### src/sv/assert_macros.svh
// ---------------------------------------------------------------------------
// assertion macros used by the top-level rtl file
// ---------------------------------------------------------------------------
`ifndef ASSERT_MACROS_SVH
`define ASSERT_MACROS_SVH

// antecedent implies consequent at the same clock edge
`define ASSERT_IMPLY(label, clk, rst, ante, cons, msg) \
   label: assert property (@(posedge clk) disable iff (rst) (ante) |-> (cons)) \
      else $error(msg);

// condition must never be true at a clock edge
`define ASSERT_NEVER(label, clk, rst, cond, msg) \
   label: assert property (@(posedge clk) disable iff (rst) !(cond)) \
      else $error(msg);

`endif

### src/sv/cpmd_pkg.sv
// ---------------------------------------------------------------------------
// cpmd_pkg
// types and constants of the flow/gps position mismatch cusum detector
// ---------------------------------------------------------------------------
`timescale 1ns / 1ps

package cpmd_pkg;

   // default depth of the queue between front and back
   localparam int QUEUE_DEPTH_DEFAULT = 2;

   // config port geometry
   localparam int CSR_ADDR_W = 5;
   localparam int CSR_DATA_W = 32;

   // saturation limits
   localparam logic [30:0] SUM_MAX = 31'h7FFF_FFFF;
   localparam logic [46:0] TOTAL_MAX = 47'h7FFF_FFFF_FFFF;
   localparam logic [7:0] RUN_MAX = 8'hFF;

   // register reset values
   localparam logic signed [17:0] BASELINE_OFFSET_RST = -18'sd269;
   localparam logic [16:0] SLACK_RST = 17'd856;
   localparam logic [23:0] FIXED_THRESHOLD_RST = 24'd144179;
   localparam logic [16:0] ATTITUDE_SLACK_RST = 17'd1638;
   localparam logic [19:0] ADAPTIVE_SCALE_RST = 20'd98304;
   localparam logic [23:0] ADAPTIVE_FLOOR_RST = 24'd65536;
   localparam logic [7:0] HIT_COUNT_LIMIT_RST = 8'd5;
   localparam logic [30:0] TOTAL_GAP_LIMIT_RST = 31'd655360;

   // register word index
   typedef enum logic [2:0] {
      REG_BASELINE_OFFSET = 3'd0,
      REG_SLACK = 3'd1,
      REG_FIXED_THRESHOLD = 3'd2,
      REG_ATTITUDE_SLACK = 3'd3,
      REG_ADAPTIVE_SCALE = 3'd4,
      REG_ADAPTIVE_FLOOR = 3'd5,
      REG_HIT_COUNT_LIMIT = 3'd6,
      REG_TOTAL_GAP_LIMIT = 3'd7
   } reg_index_type;

   // configuration registers
   typedef struct packed {
      logic signed [17:0] baseline_offset;
      logic [16:0] slack;
      logic [23:0] fixed_threshold;
      logic [16:0] attitude_slack;
      logic [19:0] adaptive_scale;
      logic [23:0] adaptive_floor;
      logic [7:0] hit_count_limit;
      logic [30:0] total_gap_limit;
   } cfg_type;

   // input item
   typedef struct packed {
      logic [19:0] flow_distance;
      logic [19:0] gnss_distance;
      logic flow_moving;
      logic [18:0] attitude_magnitude;
   } req_type;

   // result item
   typedef struct packed {
      logic fixed_hit;
      logic fixed_alarm;
      logic adaptive_hit;
      logic adaptive_alarm;
      logic gap_exceeded;
      logic [30:0] upper_sum;
      logic [30:0] lower_sum;
      logic [30:0] attitude_sum;
      logic [30:0] adaptive_level;
      logic signed [47:0] total_gap;
   } rsp_type;

   // queued work item, with the cusum increments already formed
   typedef struct packed {
      logic signed [22:0] up_step;
      logic signed [22:0] down_step;
      logic [19:0] flow_distance;
      logic [19:0] gnss_distance;
      logic flow_moving;
      logic [18:0] attitude_magnitude;
   } work_type;

   // head of the queue as seen by the back
   typedef struct packed {
      logic valid;
      work_type entry;
   } q_head_type;

endpackage

### src/sv/cpmd_front.sv
// ---------------------------------------------------------------------------
// cpmd_front
// accepts items, forms the cusum step terms and queues them for the back
// ---------------------------------------------------------------------------
`timescale 1ns / 1ps

module cpmd_front import cpmd_pkg::*; #(
   parameter int QUEUE_DEPTH = QUEUE_DEPTH_DEFAULT
) (
   input logic clock,
   input logic reset,
   input cfg_type cfg,
   input logic req_valid,
   output logic req_stall,
   input req_type req_data,
   input logic pop,
   output q_head_type head
);

   localparam int PTR_W = $clog2(QUEUE_DEPTH);
   localparam int CNT_W = $clog2(QUEUE_DEPTH + 1);

   work_type entries_ff [QUEUE_DEPTH];
   logic [PTR_W-1:0] wr_ptr_ff, wr_ptr_in;
   logic [PTR_W-1:0] rd_ptr_ff, rd_ptr_in;
   logic [CNT_W-1:0] count_ff, count_in;
   logic push;
   work_type entry_in;
   logic signed [22:0] diff;
   logic signed [22:0] offset_ext;
   logic signed [22:0] slack_ext;

   // full queue holds off the sender
   assign req_stall = (count_ff == CNT_W'(QUEUE_DEPTH));
   assign push = req_valid && !req_stall;

   // step terms: flow minus gps against offset and slack
   always_comb begin
      diff = $signed({3'b000, req_data.flow_distance})
           - $signed({3'b000, req_data.gnss_distance});
      offset_ext = {{5{cfg.baseline_offset[17]}}, cfg.baseline_offset};
      slack_ext = $signed({6'b000000, cfg.slack});
      entry_in.up_step = diff - offset_ext - slack_ext;
      entry_in.down_step = offset_ext - diff - slack_ext;
      entry_in.flow_distance = req_data.flow_distance;
      entry_in.gnss_distance = req_data.gnss_distance;
      entry_in.flow_moving = req_data.flow_moving;
      entry_in.attitude_magnitude = req_data.attitude_magnitude;
   end

   // pointer and fill count
   always_comb begin
      wr_ptr_in = wr_ptr_ff;
      rd_ptr_in = rd_ptr_ff;
      count_in = count_ff;
      if (push) begin
         wr_ptr_in = (wr_ptr_ff == PTR_W'(QUEUE_DEPTH - 1)) ? '0 : wr_ptr_ff + 1'b1;
      end
      if (pop) begin
         rd_ptr_in = (rd_ptr_ff == PTR_W'(QUEUE_DEPTH - 1)) ? '0 : rd_ptr_ff + 1'b1;
      end
      unique case ({push, pop})
         2'b10: count_in = count_ff + 1'b1;
         2'b01: count_in = count_ff - 1'b1;
         default: count_in = count_ff;
      endcase
   end

   always_ff @(posedge clock) begin
      if (reset) begin
         wr_ptr_ff <= '0;
         rd_ptr_ff <= '0;
         count_ff <= '0;
      end else begin
         wr_ptr_ff <= wr_ptr_in;
         rd_ptr_ff <= rd_ptr_in;
         count_ff <= count_in;
      end
   end

   // queue storage
   always_ff @(posedge clock) begin
      if (push) begin
         entries_ff[wr_ptr_ff] <= entry_in;
      end
   end

   assign head.valid = (count_ff != '0);
   assign head.entry = entries_ff[rd_ptr_ff];

endmodule

### src/sv/cpmd_back.sv
// ---------------------------------------------------------------------------
// cpmd_back
// three stage datapath: cusum and total update, level product, test and result
// ---------------------------------------------------------------------------
`timescale 1ns / 1ps

module cpmd_back import cpmd_pkg::*; (
   input logic clock,
   input logic reset,
   input cfg_type cfg,
   input q_head_type head,
   output logic pop,
   output logic rsp_valid,
   input logic rsp_stall,
   output rsp_type rsp_data
);

   // detector state, updated as an item leaves the queue
   logic [30:0] fixed_upper_ff, fixed_upper_in;
   logic [30:0] fixed_lower_ff, fixed_lower_in;
   logic [30:0] adaptive_upper_ff, adaptive_upper_in;
   logic [30:0] adaptive_lower_ff, adaptive_lower_in;
   logic [30:0] attitude_cusum_ff, attitude_cusum_in;
   logic [18:0] last_attitude_ff, last_attitude_in;
   logic attitude_started_ff, attitude_started_in;
   logic [46:0] flow_total_ff, flow_total_in;
   logic [46:0] gps_total_ff, gps_total_in;
   logic [7:0] fixed_run_ff, fixed_run_in;
   logic [7:0] adaptive_run_ff, adaptive_run_in;

   // stage valid and payload registers
   logic s1_valid_ff, s1_moving_ff;
   logic s2_valid_ff, s2_moving_ff, s2_fixed_hit_ff;
   logic [30:0] s2_fixed_upper_ff, s2_fixed_lower_ff;
   logic [30:0] s2_adaptive_upper_ff, s2_adaptive_lower_ff;
   logic [30:0] s2_attitude_ff;
   logic [50:0] s2_product_ff;
   logic signed [47:0] s2_gap_ff;
   logic rsp_valid_ff;
   rsp_type rsp_data_ff, rsp_data_in;

   logic pipe_en;
   logic s2_fixed_hit_in;
   work_type e;
   logic signed [32:0] up_ext, down_ext;
   logic signed [19:0] att_diff;
   logic [18:0] att_abs;
   logic [47:0] flow_sum, gps_sum;
   logic [34:0] level_wide;
   logic [30:0] level;
   logic adaptive_hit;
   logic [7:0] limit;
   logic [47:0] gap_abs;

   // clamp to zero .. SUM_MAX
   function automatic logic [30:0] clamp_sum(input logic signed [32:0] v);
      logic [30:0] r;
      if (v[32]) begin
         r = '0;
      end else if (v[31]) begin
         r = SUM_MAX;
      end else begin
         r = v[30:0];
      end
      return r;
   endfunction

   // whole pipeline advances when the result register can move
   assign pipe_en = !rsp_valid_ff || !rsp_stall;
   assign pop = pipe_en && head.valid;
   assign e = head.entry;

   // stage 1: sums, attitude cusum and totals
   always_comb begin
      up_ext = {{10{e.up_step[22]}}, e.up_step};
      down_ext = {{10{e.down_step[22]}}, e.down_step};
      att_diff = $signed({1'b0, e.attitude_magnitude}) - $signed({1'b0, last_attitude_ff});
      att_abs = att_diff[19] ? 19'(-att_diff) : att_diff[18:0];
      flow_sum = {1'b0, flow_total_ff} + {28'd0, e.flow_distance};
      gps_sum = {1'b0, gps_total_ff} + {28'd0, e.gnss_distance};

      fixed_upper_in = fixed_upper_ff;
      fixed_lower_in = fixed_lower_ff;
      adaptive_upper_in = adaptive_upper_ff;
      adaptive_lower_in = adaptive_lower_ff;
      attitude_cusum_in = attitude_cusum_ff;
      last_attitude_in = last_attitude_ff;
      attitude_started_in = attitude_started_ff;
      flow_total_in = flow_total_ff;
      gps_total_in = gps_sum[47] ? TOTAL_MAX : gps_sum[46:0];

      if (e.flow_moving) begin
         flow_total_in = flow_sum[47] ? TOTAL_MAX : flow_sum[46:0];
         fixed_upper_in = clamp_sum($signed({2'b00, fixed_upper_ff}) + up_ext);
         fixed_lower_in = clamp_sum($signed({2'b00, fixed_lower_ff}) + down_ext);
         adaptive_upper_in = clamp_sum($signed({2'b00, adaptive_upper_ff}) + up_ext);
         adaptive_lower_in = clamp_sum($signed({2'b00, adaptive_lower_ff}) + down_ext);
         if (attitude_started_ff) begin
            attitude_cusum_in = clamp_sum($signed({2'b00, attitude_cusum_ff})
                                        + $signed({14'd0, att_abs})
                                        - $signed({16'd0, cfg.attitude_slack}));
         end
         attitude_started_in = 1'b1;
         last_attitude_in = e.attitude_magnitude;
      end
   end

   always_ff @(posedge clock) begin
      if (reset) begin
         fixed_upper_ff <= '0;
         fixed_lower_ff <= '0;
         adaptive_upper_ff <= '0;
         adaptive_lower_ff <= '0;
         attitude_cusum_ff <= '0;
         last_attitude_ff <= '0;
         attitude_started_ff <= 1'b0;
         flow_total_ff <= '0;
         gps_total_ff <= '0;
      end else if (pop) begin
         fixed_upper_ff <= fixed_upper_in;
         fixed_lower_ff <= fixed_lower_in;
         adaptive_upper_ff <= adaptive_upper_in;
         adaptive_lower_ff <= adaptive_lower_in;
         attitude_cusum_ff <= attitude_cusum_in;
         last_attitude_ff <= last_attitude_in;
         attitude_started_ff <= attitude_started_in;
         flow_total_ff <= flow_total_in;
         gps_total_ff <= gps_total_in;
      end
   end

   always_ff @(posedge clock) begin
      if (reset) begin
         s1_valid_ff <= 1'b0;
      end else if (pipe_en) begin
         s1_valid_ff <= head.valid;
      end
   end

   always_ff @(posedge clock) begin
      if (pop) begin
         s1_moving_ff <= e.flow_moving;
      end
   end

   // stage 2: level product, fixed test and total gap
   assign s2_fixed_hit_in = s1_moving_ff
                          && ((fixed_upper_ff > {7'd0, cfg.fixed_threshold})
                           || (fixed_lower_ff > {7'd0, cfg.fixed_threshold}));

   always_ff @(posedge clock) begin
      if (reset) begin
         s2_valid_ff <= 1'b0;
      end else if (pipe_en) begin
         s2_valid_ff <= s1_valid_ff;
      end
   end

   always_ff @(posedge clock) begin
      if (pipe_en && s1_valid_ff) begin
         s2_moving_ff <= s1_moving_ff;
         s2_fixed_hit_ff <= s2_fixed_hit_in;
         s2_fixed_upper_ff <= fixed_upper_ff;
         s2_fixed_lower_ff <= fixed_lower_ff;
         s2_adaptive_upper_ff <= adaptive_upper_ff;
         s2_adaptive_lower_ff <= adaptive_lower_ff;
         s2_attitude_ff <= attitude_cusum_ff;
         s2_product_ff <= {20'd0, attitude_cusum_ff} * {31'd0, cfg.adaptive_scale};
         s2_gap_ff <= $signed({1'b0, flow_total_ff}) - $signed({1'b0, gps_total_ff});
      end
   end

   // stage 3: adaptive level, adaptive test, hit runs and gap flag
   always_comb begin
      level_wide = s2_product_ff[50:16];
      level = (level_wide[34:31] != 4'd0) ? SUM_MAX : level_wide[30:0];
      if (level < {7'd0, cfg.adaptive_floor}) begin
         level = {7'd0, cfg.adaptive_floor};
      end
      adaptive_hit = s2_moving_ff
                   && ((s2_adaptive_upper_ff > level) || (s2_adaptive_lower_ff > level));
      limit = (cfg.hit_count_limit == 8'd0) ? 8'd1 : cfg.hit_count_limit;

      fixed_run_in = fixed_run_ff;
      adaptive_run_in = adaptive_run_ff;
      if (s2_moving_ff) begin
         if (!s2_fixed_hit_ff) begin
            fixed_run_in = '0;
         end else if (fixed_run_ff != RUN_MAX) begin
            fixed_run_in = fixed_run_ff + 1'b1;
         end
         if (!adaptive_hit) begin
            adaptive_run_in = '0;
         end else if (adaptive_run_ff != RUN_MAX) begin
            adaptive_run_in = adaptive_run_ff + 1'b1;
         end
      end

      gap_abs = s2_gap_ff[47] ? 48'(-s2_gap_ff) : 48'(s2_gap_ff);

      rsp_data_in.fixed_hit = s2_fixed_hit_ff;
      rsp_data_in.fixed_alarm = (fixed_run_in >= limit);
      rsp_data_in.adaptive_hit = adaptive_hit;
      rsp_data_in.adaptive_alarm = (adaptive_run_in >= limit);
      rsp_data_in.gap_exceeded = (gap_abs > {17'd0, cfg.total_gap_limit});
      rsp_data_in.upper_sum = s2_fixed_upper_ff;
      rsp_data_in.lower_sum = s2_fixed_lower_ff;
      rsp_data_in.attitude_sum = s2_attitude_ff;
      rsp_data_in.adaptive_level = level;
      rsp_data_in.total_gap = s2_gap_ff;
   end

   always_ff @(posedge clock) begin
      if (reset) begin
         fixed_run_ff <= '0;
         adaptive_run_ff <= '0;
         rsp_valid_ff <= 1'b0;
      end else if (pipe_en) begin
         rsp_valid_ff <= s2_valid_ff;
         if (s2_valid_ff) begin
            fixed_run_ff <= fixed_run_in;
            adaptive_run_ff <= adaptive_run_in;
         end
      end
   end

   always_ff @(posedge clock) begin
      if (pipe_en && s2_valid_ff) begin
         rsp_data_ff <= rsp_data_in;
      end
   end

   assign rsp_valid = rsp_valid_ff;
   assign rsp_data = rsp_data_ff;

endmodule

### src/sv/cusum_position_mismatch_detector_unit.sv
// ---------------------------------------------------------------------------
// cusum_position_mismatch_detector_unit
// flow/gps distance mismatch detector with fixed and attitude-adaptive cusum
//
//   channel   ports                          direction  moves
//   req       req_valid req_stall req_data   in         one paired update
//   rsp       rsp_valid rsp_stall rsp_data   out        one detector result
//   csr       csr_psel .. csr_prdata         in/out     register read/write
//
// one item per cycle while rsp_stall stays low; a transfer in passes through the
// queue entry, the update stage, the level multiply stage and then the result
// register before it appears as a result.
// the 31x20 level multiply has a stage of its own ahead of the adaptive test.
// reset is synchronous: registers take their defaults, all sums clear.
// rsp_stall freezes the back pipeline; the queue keeps taking items until
// it fills, then req_stall rises.
// ---------------------------------------------------------------------------
`timescale 1ns / 1ps
`include "assert_macros.svh"

module cusum_position_mismatch_detector_unit import cpmd_pkg::*; #(
   parameter int QUEUE_DEPTH = QUEUE_DEPTH_DEFAULT
) (
   input logic clock,
   input logic reset,
   input logic req_valid,
   output logic req_stall,
   input req_type req_data,
   output logic rsp_valid,
   input logic rsp_stall,
   output rsp_type rsp_data,
   input logic csr_psel,
   input logic csr_penable,
   input logic csr_pwrite,
   input logic [CSR_ADDR_W-1:0] csr_paddr,
   input logic [CSR_DATA_W-1:0] csr_pwdata,
   output logic [CSR_DATA_W-1:0] csr_prdata,
   output logic csr_pready
);

   cfg_type cfg_ff, cfg_in;
   reg_index_type reg_index;
   logic csr_write;
   q_head_type head;
   logic pop;

   // register port
   assign csr_pready = 1'b1;
   assign csr_write = csr_psel && csr_penable && csr_pwrite && csr_pready;
   assign reg_index = reg_index_type'(csr_paddr[4:2]);

   always_comb begin
      cfg_in = cfg_ff;
      if (csr_write) begin
         unique case (reg_index)
            REG_BASELINE_OFFSET: cfg_in.baseline_offset = $signed(csr_pwdata[17:0]);
            REG_SLACK: cfg_in.slack = csr_pwdata[16:0];
            REG_FIXED_THRESHOLD: cfg_in.fixed_threshold = csr_pwdata[23:0];
            REG_ATTITUDE_SLACK: cfg_in.attitude_slack = csr_pwdata[16:0];
            REG_ADAPTIVE_SCALE: cfg_in.adaptive_scale = csr_pwdata[19:0];
            REG_ADAPTIVE_FLOOR: cfg_in.adaptive_floor = csr_pwdata[23:0];
            REG_HIT_COUNT_LIMIT: cfg_in.hit_count_limit = csr_pwdata[7:0];
            REG_TOTAL_GAP_LIMIT: cfg_in.total_gap_limit = csr_pwdata[30:0];
         endcase
      end
   end

   always_ff @(posedge clock) begin
      if (reset) begin
         cfg_ff.baseline_offset <= BASELINE_OFFSET_RST;
         cfg_ff.slack <= SLACK_RST;
         cfg_ff.fixed_threshold <= FIXED_THRESHOLD_RST;
         cfg_ff.attitude_slack <= ATTITUDE_SLACK_RST;
         cfg_ff.adaptive_scale <= ADAPTIVE_SCALE_RST;
         cfg_ff.adaptive_floor <= ADAPTIVE_FLOOR_RST;
         cfg_ff.hit_count_limit <= HIT_COUNT_LIMIT_RST;
         cfg_ff.total_gap_limit <= TOTAL_GAP_LIMIT_RST;
      end else begin
         cfg_ff <= cfg_in;
      end
   end

   // register readback
   always_comb begin
      unique case (reg_index)
         REG_BASELINE_OFFSET:
            csr_prdata = {{14{cfg_ff.baseline_offset[17]}}, cfg_ff.baseline_offset};
         REG_SLACK: csr_prdata = {15'd0, cfg_ff.slack};
         REG_FIXED_THRESHOLD: csr_prdata = {8'd0, cfg_ff.fixed_threshold};
         REG_ATTITUDE_SLACK: csr_prdata = {15'd0, cfg_ff.attitude_slack};
         REG_ADAPTIVE_SCALE: csr_prdata = {12'd0, cfg_ff.adaptive_scale};
         REG_ADAPTIVE_FLOOR: csr_prdata = {8'd0, cfg_ff.adaptive_floor};
         REG_HIT_COUNT_LIMIT: csr_prdata = {24'd0, cfg_ff.hit_count_limit};
         REG_TOTAL_GAP_LIMIT: csr_prdata = {1'b0, cfg_ff.total_gap_limit};
      endcase
   end

   // front: accept and queue
   cpmd_front #(
      .QUEUE_DEPTH(QUEUE_DEPTH)
   ) u_front (
      .clock(clock),
      .reset(reset),
      .cfg(cfg_ff),
      .req_valid(req_valid),
      .req_stall(req_stall),
      .req_data(req_data),
      .pop(pop),
      .head(head)
   );

   // back: detector datapath and result register
   cpmd_back u_back (
      .clock(clock),
      .reset(reset),
      .cfg(cfg_ff),
      .head(head),
      .pop(pop),
      .rsp_valid(rsp_valid),
      .rsp_stall(rsp_stall),
      .rsp_data(rsp_data)
   );

   // checks
   `ASSERT_NEVER(a_pop_empty, clock, reset, pop && !head.valid, "pop from empty queue")
   `ASSERT_IMPLY(a_level_floor, clock, reset, rsp_valid,
      (rsp_data.adaptive_level >= {7'd0, cfg_ff.adaptive_floor}), "adaptive level below floor")
   `ASSERT_IMPLY(a_fixed_hit, clock, reset, rsp_valid && rsp_data.fixed_hit,
      (rsp_data.upper_sum > {7'd0, cfg_ff.fixed_threshold})
      || (rsp_data.lower_sum > {7'd0, cfg_ff.fixed_threshold}),
      "fixed hit without a sum above threshold")

endmodule

### config.mk
export PLATFORM = sky130hd
export DESIGN_NAME = cusum_position_mismatch_detector_unit
export DESIGN_NICKNAME = d
export VERILOG_FILES = /design/src/sv/cpmd_pkg.sv /design/src/sv/cpmd_front.sv /design/src/sv/cpmd_back.sv /design/src/sv/cusum_position_mismatch_detector_unit.sv
export VERILOG_INCLUDE_DIRS = /design/src /design/src/sv
export SDC_FILE = /design/constraint.sdc
export NUM_CORES = 2
export LEC_CHECK = 0
export BUFFER_PORTS_ARGS = -buffer_cell sky130_fd_sc_hd__buf_2
export CORE_MARGIN = 4
export CORE_UTILIZATION = 45
export DETAILED_ROUTE_END_ITERATION = 6
export GPL_ROUTABILITY_DRIVEN = 0
export PLACE_DENSITY = 0.73
export SETUP_SLACK_MARGIN = 0.15
export SLEW_MARGIN = 10
export SYNTH_ARGS = -nofsm -noshare
export SYNTH_HDL_FRONTEND = slang
export SYNTH_SLANG_ARGS = --single-unit
### constraint.sdc
create_clock -name clock -period 12.4 [get_ports clock]
set_clock_uncertainty 0.1 [all_clocks]
set_input_delay 2.48 -clock clock [delete_from_list [all_inputs] [get_ports clock]]
set_output_delay 2.48 -clock clock [all_outputs]
set_load 0.02 [all_outputs]
Word level (Yosys, flattened, before mapping)
Memory sizes are Yosys's and may differ from the RTL's. A register that Yosys moved wholly into a read port is not among the register bits.
Cells that the tools add are included.

word-level totals
  flip-flop bits (word level) = 885
  input port bits = 104
  word-level logic and storage cells = 151
  memories = 1
  bits in read-only memories = 0
  bits in writable memories = 212
  bits in latches = 0

operators by class
  shift-type cells = 0
  divide/modulo/power cells = 0
  bitwise logic cells = 0
  eq/ne operators = 12
  add/sub/neg operators = 23
  reductions and logical operators = 30
  $lt $le $gt $ge = 8
  $mul = 1
  muxes and demuxes = 31

memories
  memory              words  width  rd ports  clocked after Yosys merged registers in  write ports  RTL line          RTL
  u_front.entries_ff  2      106    1         1                                        1            cpmd_front.sv:23  work_type entries_ff [QUEUE_DEPTH];

operators by type and width
  operator                                  number
  two-way mux 31 bit                        12
  case mux 32 bit (8 select lines)          1
  adder 32 x 23 -> 33 bit                   4
  adder 47 x 20 -> 48 bit                   2
  two-way mux 47 bit                        2
  greater-than comparator 31 x 24 -> 1 bit  2
  greater-than comparator 31 bit            2
  two-way mux 8 bit                         7
  multiplier 31 x 20 -> 51 bit              1
  greater-than comparator 48 x 31 -> 1 bit  1
  two-way mux 48 bit                        1
  negator 48 bit                            1
  subtractor 47 x 47 -> 48 bit              1
  subtractor 23 x 18 -> 23 bit              2
  subtractor 33 x 18 -> 33 bit              1
  adder 31 x 19 -> 32 bit                   1
  < comparator 31 x 24 -> 1 bit             1
  subtractor 18 x 21 -> 22 bit              1
  subtractor 21 x 18 -> 22 bit              1
  subtractor 20 x 20 -> 21 bit              1
  AND reduction 2 bit                       10
  subtractor 19 x 19 -> 20 bit              1
  two-way mux 19 bit                        1
  negator 19 bit                            1
  21 further kinds                          47

Longest topological paths before layout
  word-level depth = 10
  depth in mapped cells = 41

Hierarchy
A second synthesis with hierarchy kept.

second synthesis, totals
  cell total of the unflattened synthesis = 8,535
  area total of the unflattened synthesis = 81,176.6 um2

by module, submodules not included
  module                                 instances  area each (um2)  cells each
  cpmd_back                              1          61,665.4         6,653
  cpmd_front                             1          12,378.1         961
  cusum_position_mismatch_detector_unit  1          7,133.1          921

Least setup slack after synthesis
OpenSTA, ideal clock, no wires.

  kind = input to register
  start point = input rsp_stall
  end point = register u_back.adaptive_run_ff[2]
  path buffers = 1
  arrival = 8.285 ns
  setup slack = 3.914 ns
  setup time = 0.101 ns
  required time = 12.199 ns
  cell stages on the path = 6
  cells stage by stage = nand2_1 nand2_1 inv_1 clkbuf_1 a21oi_1 a211oi_1

on the way
  longest elaborated chain between the ends = 3

RTL lines
  what                                  RTL line                                     RTL
  start: declaration                    cusum_position_mismatch_detector_unit.sv:30  input logic rsp_stall,
  zero test 1 bit                       cpmd_back.sv:69                              assign pipe_en = !rsp_valid_ff || !rsp_stall;
  logical OR 1 bit                      cpmd_back.sv:69
  AND reduction 2 bit (no source line)  -
  end signal: assignment                cpmd_back.sv:222                             adaptive_run_ff <= adaptive_run_in;
  end: declaration                      cpmd_back.sv:29                              logic [7:0] adaptive_run_ff, adaptive_run_in;

No other way between the ends.
A chain may end at the register's enable or synchronous reset.

==> results.md <==
- Status: finished with violations
- Failing checks: design-rule violations
- CP peak stage delay: between 0.7 and 0.8 ns
- FMAX: 0.102 GHz
- H-Tree Depth: 3
- Hold Crit Class: reg -> reg
- # nets final: approximately 10,000
- Synth top area cells: edfxtp_1 (23%), fa_1 (13%), dfxtp_1 (11%)
- EDFF count, synth: 628
- Synth Net Count: 9,925
- DIE HEIGHT: between 400 and 500 um
- Routed WL per cell: 21.8 um
- CTS Hold Bufs: 0
- Initial antenna violation count: 32
- Avg Inst Size Synth: 9.45 sq um
- Number of buffers added for setup after CTS: 0
- Gr usage total: 25.7%
- Fin crit period: around 9.8 ns
- Clock Tree Root: clkbuf_16
- Critical Path AT: 10.28 ns
- Yosys cell types: 96
- Via count: 65,000
- Syn Inst Count: 8,590
- Top cell type's share of synthesized area: between 20% and 30%
- Crit-path most repeated cell: o21ai_0
- P_leak: 37.9 nW
- Global route total overflow: 0
- Final Cycle Share: roughly 79%
- VDD IR max: 0.199 mV
- Clock Pin Slew Worst Setup and Hold Paths: 0.07 ns
- Synthesized area: 81,200 sq um
- Relative slew margins: 23.5%
- Worst Max-Slew Pin Slew: around 1.1 ns
- Cell Pwr Density: 197 nW/um^2
- Worst slack, placed: 2.95 ns
- Final setup TNS: 0 ns
- Fill cell count: 15,800
- 1st-iter DRT viols: 6,320
- Synthesis-to-finish area growth: 9.86%
- Seq. cell area: 27,900 sq um
- Final setup violating endpoints: 0
- Crit Path Class: reg -> reg
- Area of the multi-input gates: 48,300 sq um
- # IOs: 316
- TritonCTS clock tree: built
- Fin worst setup slack: 2.63 ns
- Synth warn: 0
- Layout cells sized above 1: roughly 8.7%
- Crit start category: register
- Worst skew pair latency: 0.79 ns
- Vias in the first global route: 65,200
- Crit Path Max Fanout: 39
- Slew Limit Fails: 0
- CTS buffer count: roughly 110
- Row count: 155
- Die W: 433 um
- Worst hold slack: approximately 0.32 ns
- Final Hold Viols: 0
- CTS max path bufs: 3
- RSZ-0062 raised after global routing: false
- Flops & latches, synth: 1,080
- CP endpoint kind: register
- Asr flop ratio synth: 0%
- Post-synth top area cell: edfxtp_1
- Final WL: roughly 240,000 um
- Req. time, crit path: 12.91 ns
- Largest net degree at the start of global routing: 130
- DR vias/cell: 5.79
- Antenna-violating nets left: 0
- Ys flop type: edfxtp_1
- Drt pass-1 iters: 7
- Drt drc: 2
- Slowest-stage cell, CP: dfxtp_4
- Register area share after synthesis: 34.4%
- I/O Buffers: approximately 310
- Global-route wire length before repair: 373,000 um
- Die ar.: 187,000 sq um
- CTS resizes: 0
- Core ar.: 179,000 sq um
- DP Wirelength: 183,000 um
- Sink Count: 1,080
- Initial Util: 45.4%
- Max_cap viols: 0
worst max-delay path: cells and delay by family (launching register included):
| family | cells | cell delay, ns |
|---|---|---|
| flops | 1 | 0.78 |
| xor+xnor | 3 | 0.86 |
| mux | 1 | 0.46 |
| simple gates | 5 | 1.74 |
| compound gates | 20 | 4.61 |
| fa+ha+maj | 3 | 0.98 |
cells by family (layout without fill, tap and decap cells):
family	after synthesis	in the layout	share of synthesized area (%)
AND/OR/NAND/NOR	2507	2507	14.3
AO/OA/AOI/OAI	1828	1828	14.2
buffers and inverters	1337	1600	6.20
adder cells (fa/ha/maj)	1237	1237	24.0
flip-flops	1080	1080	34.4
XOR/XNOR	441	441	4.76
multiplexers	159	159	2.18
other	1	28	0.00462
synth_stat cells, types with 34 or more instances:
cell / count
mux2_2: 103
or3_1: 36
inv_1: 981
xnor2_1: 292
a211oi_1: 51
a211o_1: 52
a21o_1: 216
fa_1: 532
a311oi_1: 34
ha_1: 699
o21bai_1: 42
nand2b_1: 85
nand4_1: 49
nor2b_1: 86
clkbuf_1: 327
xor2_1: 149
and2_1: 249
a31oi_1: 38
mux2i_1: 52
nor3_1: 111
a21oi_1: 649
o21ai_0: 316
nand3_1: 118
edfxtp_1: 628
o21ai_1: 34
and3_1: 62
nor2_1: 458
a221oi_1: 54
nand2_1: 1127
o21a_1: 92
dfxtp_1: 452
layout by cell type (no fill, tap or decap), drive strengths merged, types with 26 or more instances in the layout:
cell type  Yosys  routed
a211o         52      52
a211oi        52      52
a21boi        34      34
a21o         216     216
a21oi        649     649
a221oi        54      54
a311oi        34      34
a31oi         38      38
and2         250     250
and3          62      62
buf           16     406
clkbuf       334     140
clkinv         4      40
dfxtp        452     452
diode          0      27
edfxtp       628     628
fa           532     532
ha           699     699
inv          983     989
mux2         103     103
mux2i         52      52
nand2       1127    1127
nand2b        85      85
nand3        118     118
nand4         50      50
nor2         459     459
nor2b         86      86
nor3         113     113
nor4          31      31
o211ai        26      26
o21a          92      92
o21ai        350     350
o21bai        42      42
o31ai         26      26
or3           36      36
xnor2        292     292
xor2         149     149
state kept, by name, indices dropped and copies added, names as in the netlist, 2 cells and up, named ones only:
register,flops
cfg_ff,159
u_back.adaptive_lower_ff,31
u_back.adaptive_run_ff,8
u_back.adaptive_upper_ff,31
u_back.attitude_cusum_ff,31
u_back.fixed_lower_ff,31
u_back.fixed_run_ff,8
u_back.fixed_upper_ff,31
u_back.flow_total_ff,47
u_back.gps_total_ff,47
u_back.last_attitude_ff,19
u_back.rsp_data,177
u_back.s2_adaptive_lower_ff,31
u_back.s2_adaptive_upper_ff,31
u_back.s2_attitude_ff,31
u_back.s2_fixed_lower_ff,31
u_back.s2_fixed_upper_ff,31
u_back.s2_gap_ff,48
u_back.s2_product_ff,35
u_front.count_ff,2
u_front.entries_ff,210
routing by layer:
| layer | global-route usage, % | wire [um] | share of wire [%] | up-vias |
|---|---|---|---|---|
| li1 | - | - | - | 29700 |
| met1 | 30.9 | 92500 | 38 | 31500 |
| met2 | 41.1 | 110000 | 45 | 3028 |
| met3 | 5.05 | 21600 | 8.8 | 784 |
| met4 | 18.9 | 20800 | 8.5 | 0 |
| met5 | 0 | 0 | 0 | - |
power breakdown:
group	total, mW	internal [mW]	switching [mW]
clock	3.58	2.06	1.52
sequential	5.26	4.75	0.507
combinational	8.77	3.42	5.35
metrics by stage:
stage,power (mW),utilization (%),area (sq um),std cells
global route,18.7,49.8,89200,11200
global placement,13.5,47.6,85200,11000
CTS,17.5,49.8,89100,11200
detailed placement,13.9,47.6,85200,11000
floorplan,11.6,-,81200,8590
finish,17.6,49.8,89200,11200
worst paths after layout:
check                                                   from                           end  slack (ns)  depth (start not counted)
worst min-delay path            u_back.s2_fixed_lower_ff[23]          u_back.rsp_data[133]        0.32                          0
worst max register to register                      register  u_back.attitude_cusum_ff[21]        2.63                         32
worst max-delay path                                register  u_back.attitude_cusum_ff[21]        2.63                         32
worst min register to register  u_back.s2_fixed_lower_ff[23]          u_back.rsp_data[133]        0.32                          0
final cells by class:
class | count | share of cell area [%]
Inverter | 987 | 4.17
Timing Repair Buffer | 406 | 2.56
Antenna cell | 27 | 0.0758
Tap cell | 2355 | 3.30
Clock inverter | 67 | 0.993
Clock buffer | 140 | 3.40
Multi-Input combinational cell | 6173 | 54.2
Sequential cell | 1080 | 31.3
Power figures use the tool's default switching activity.
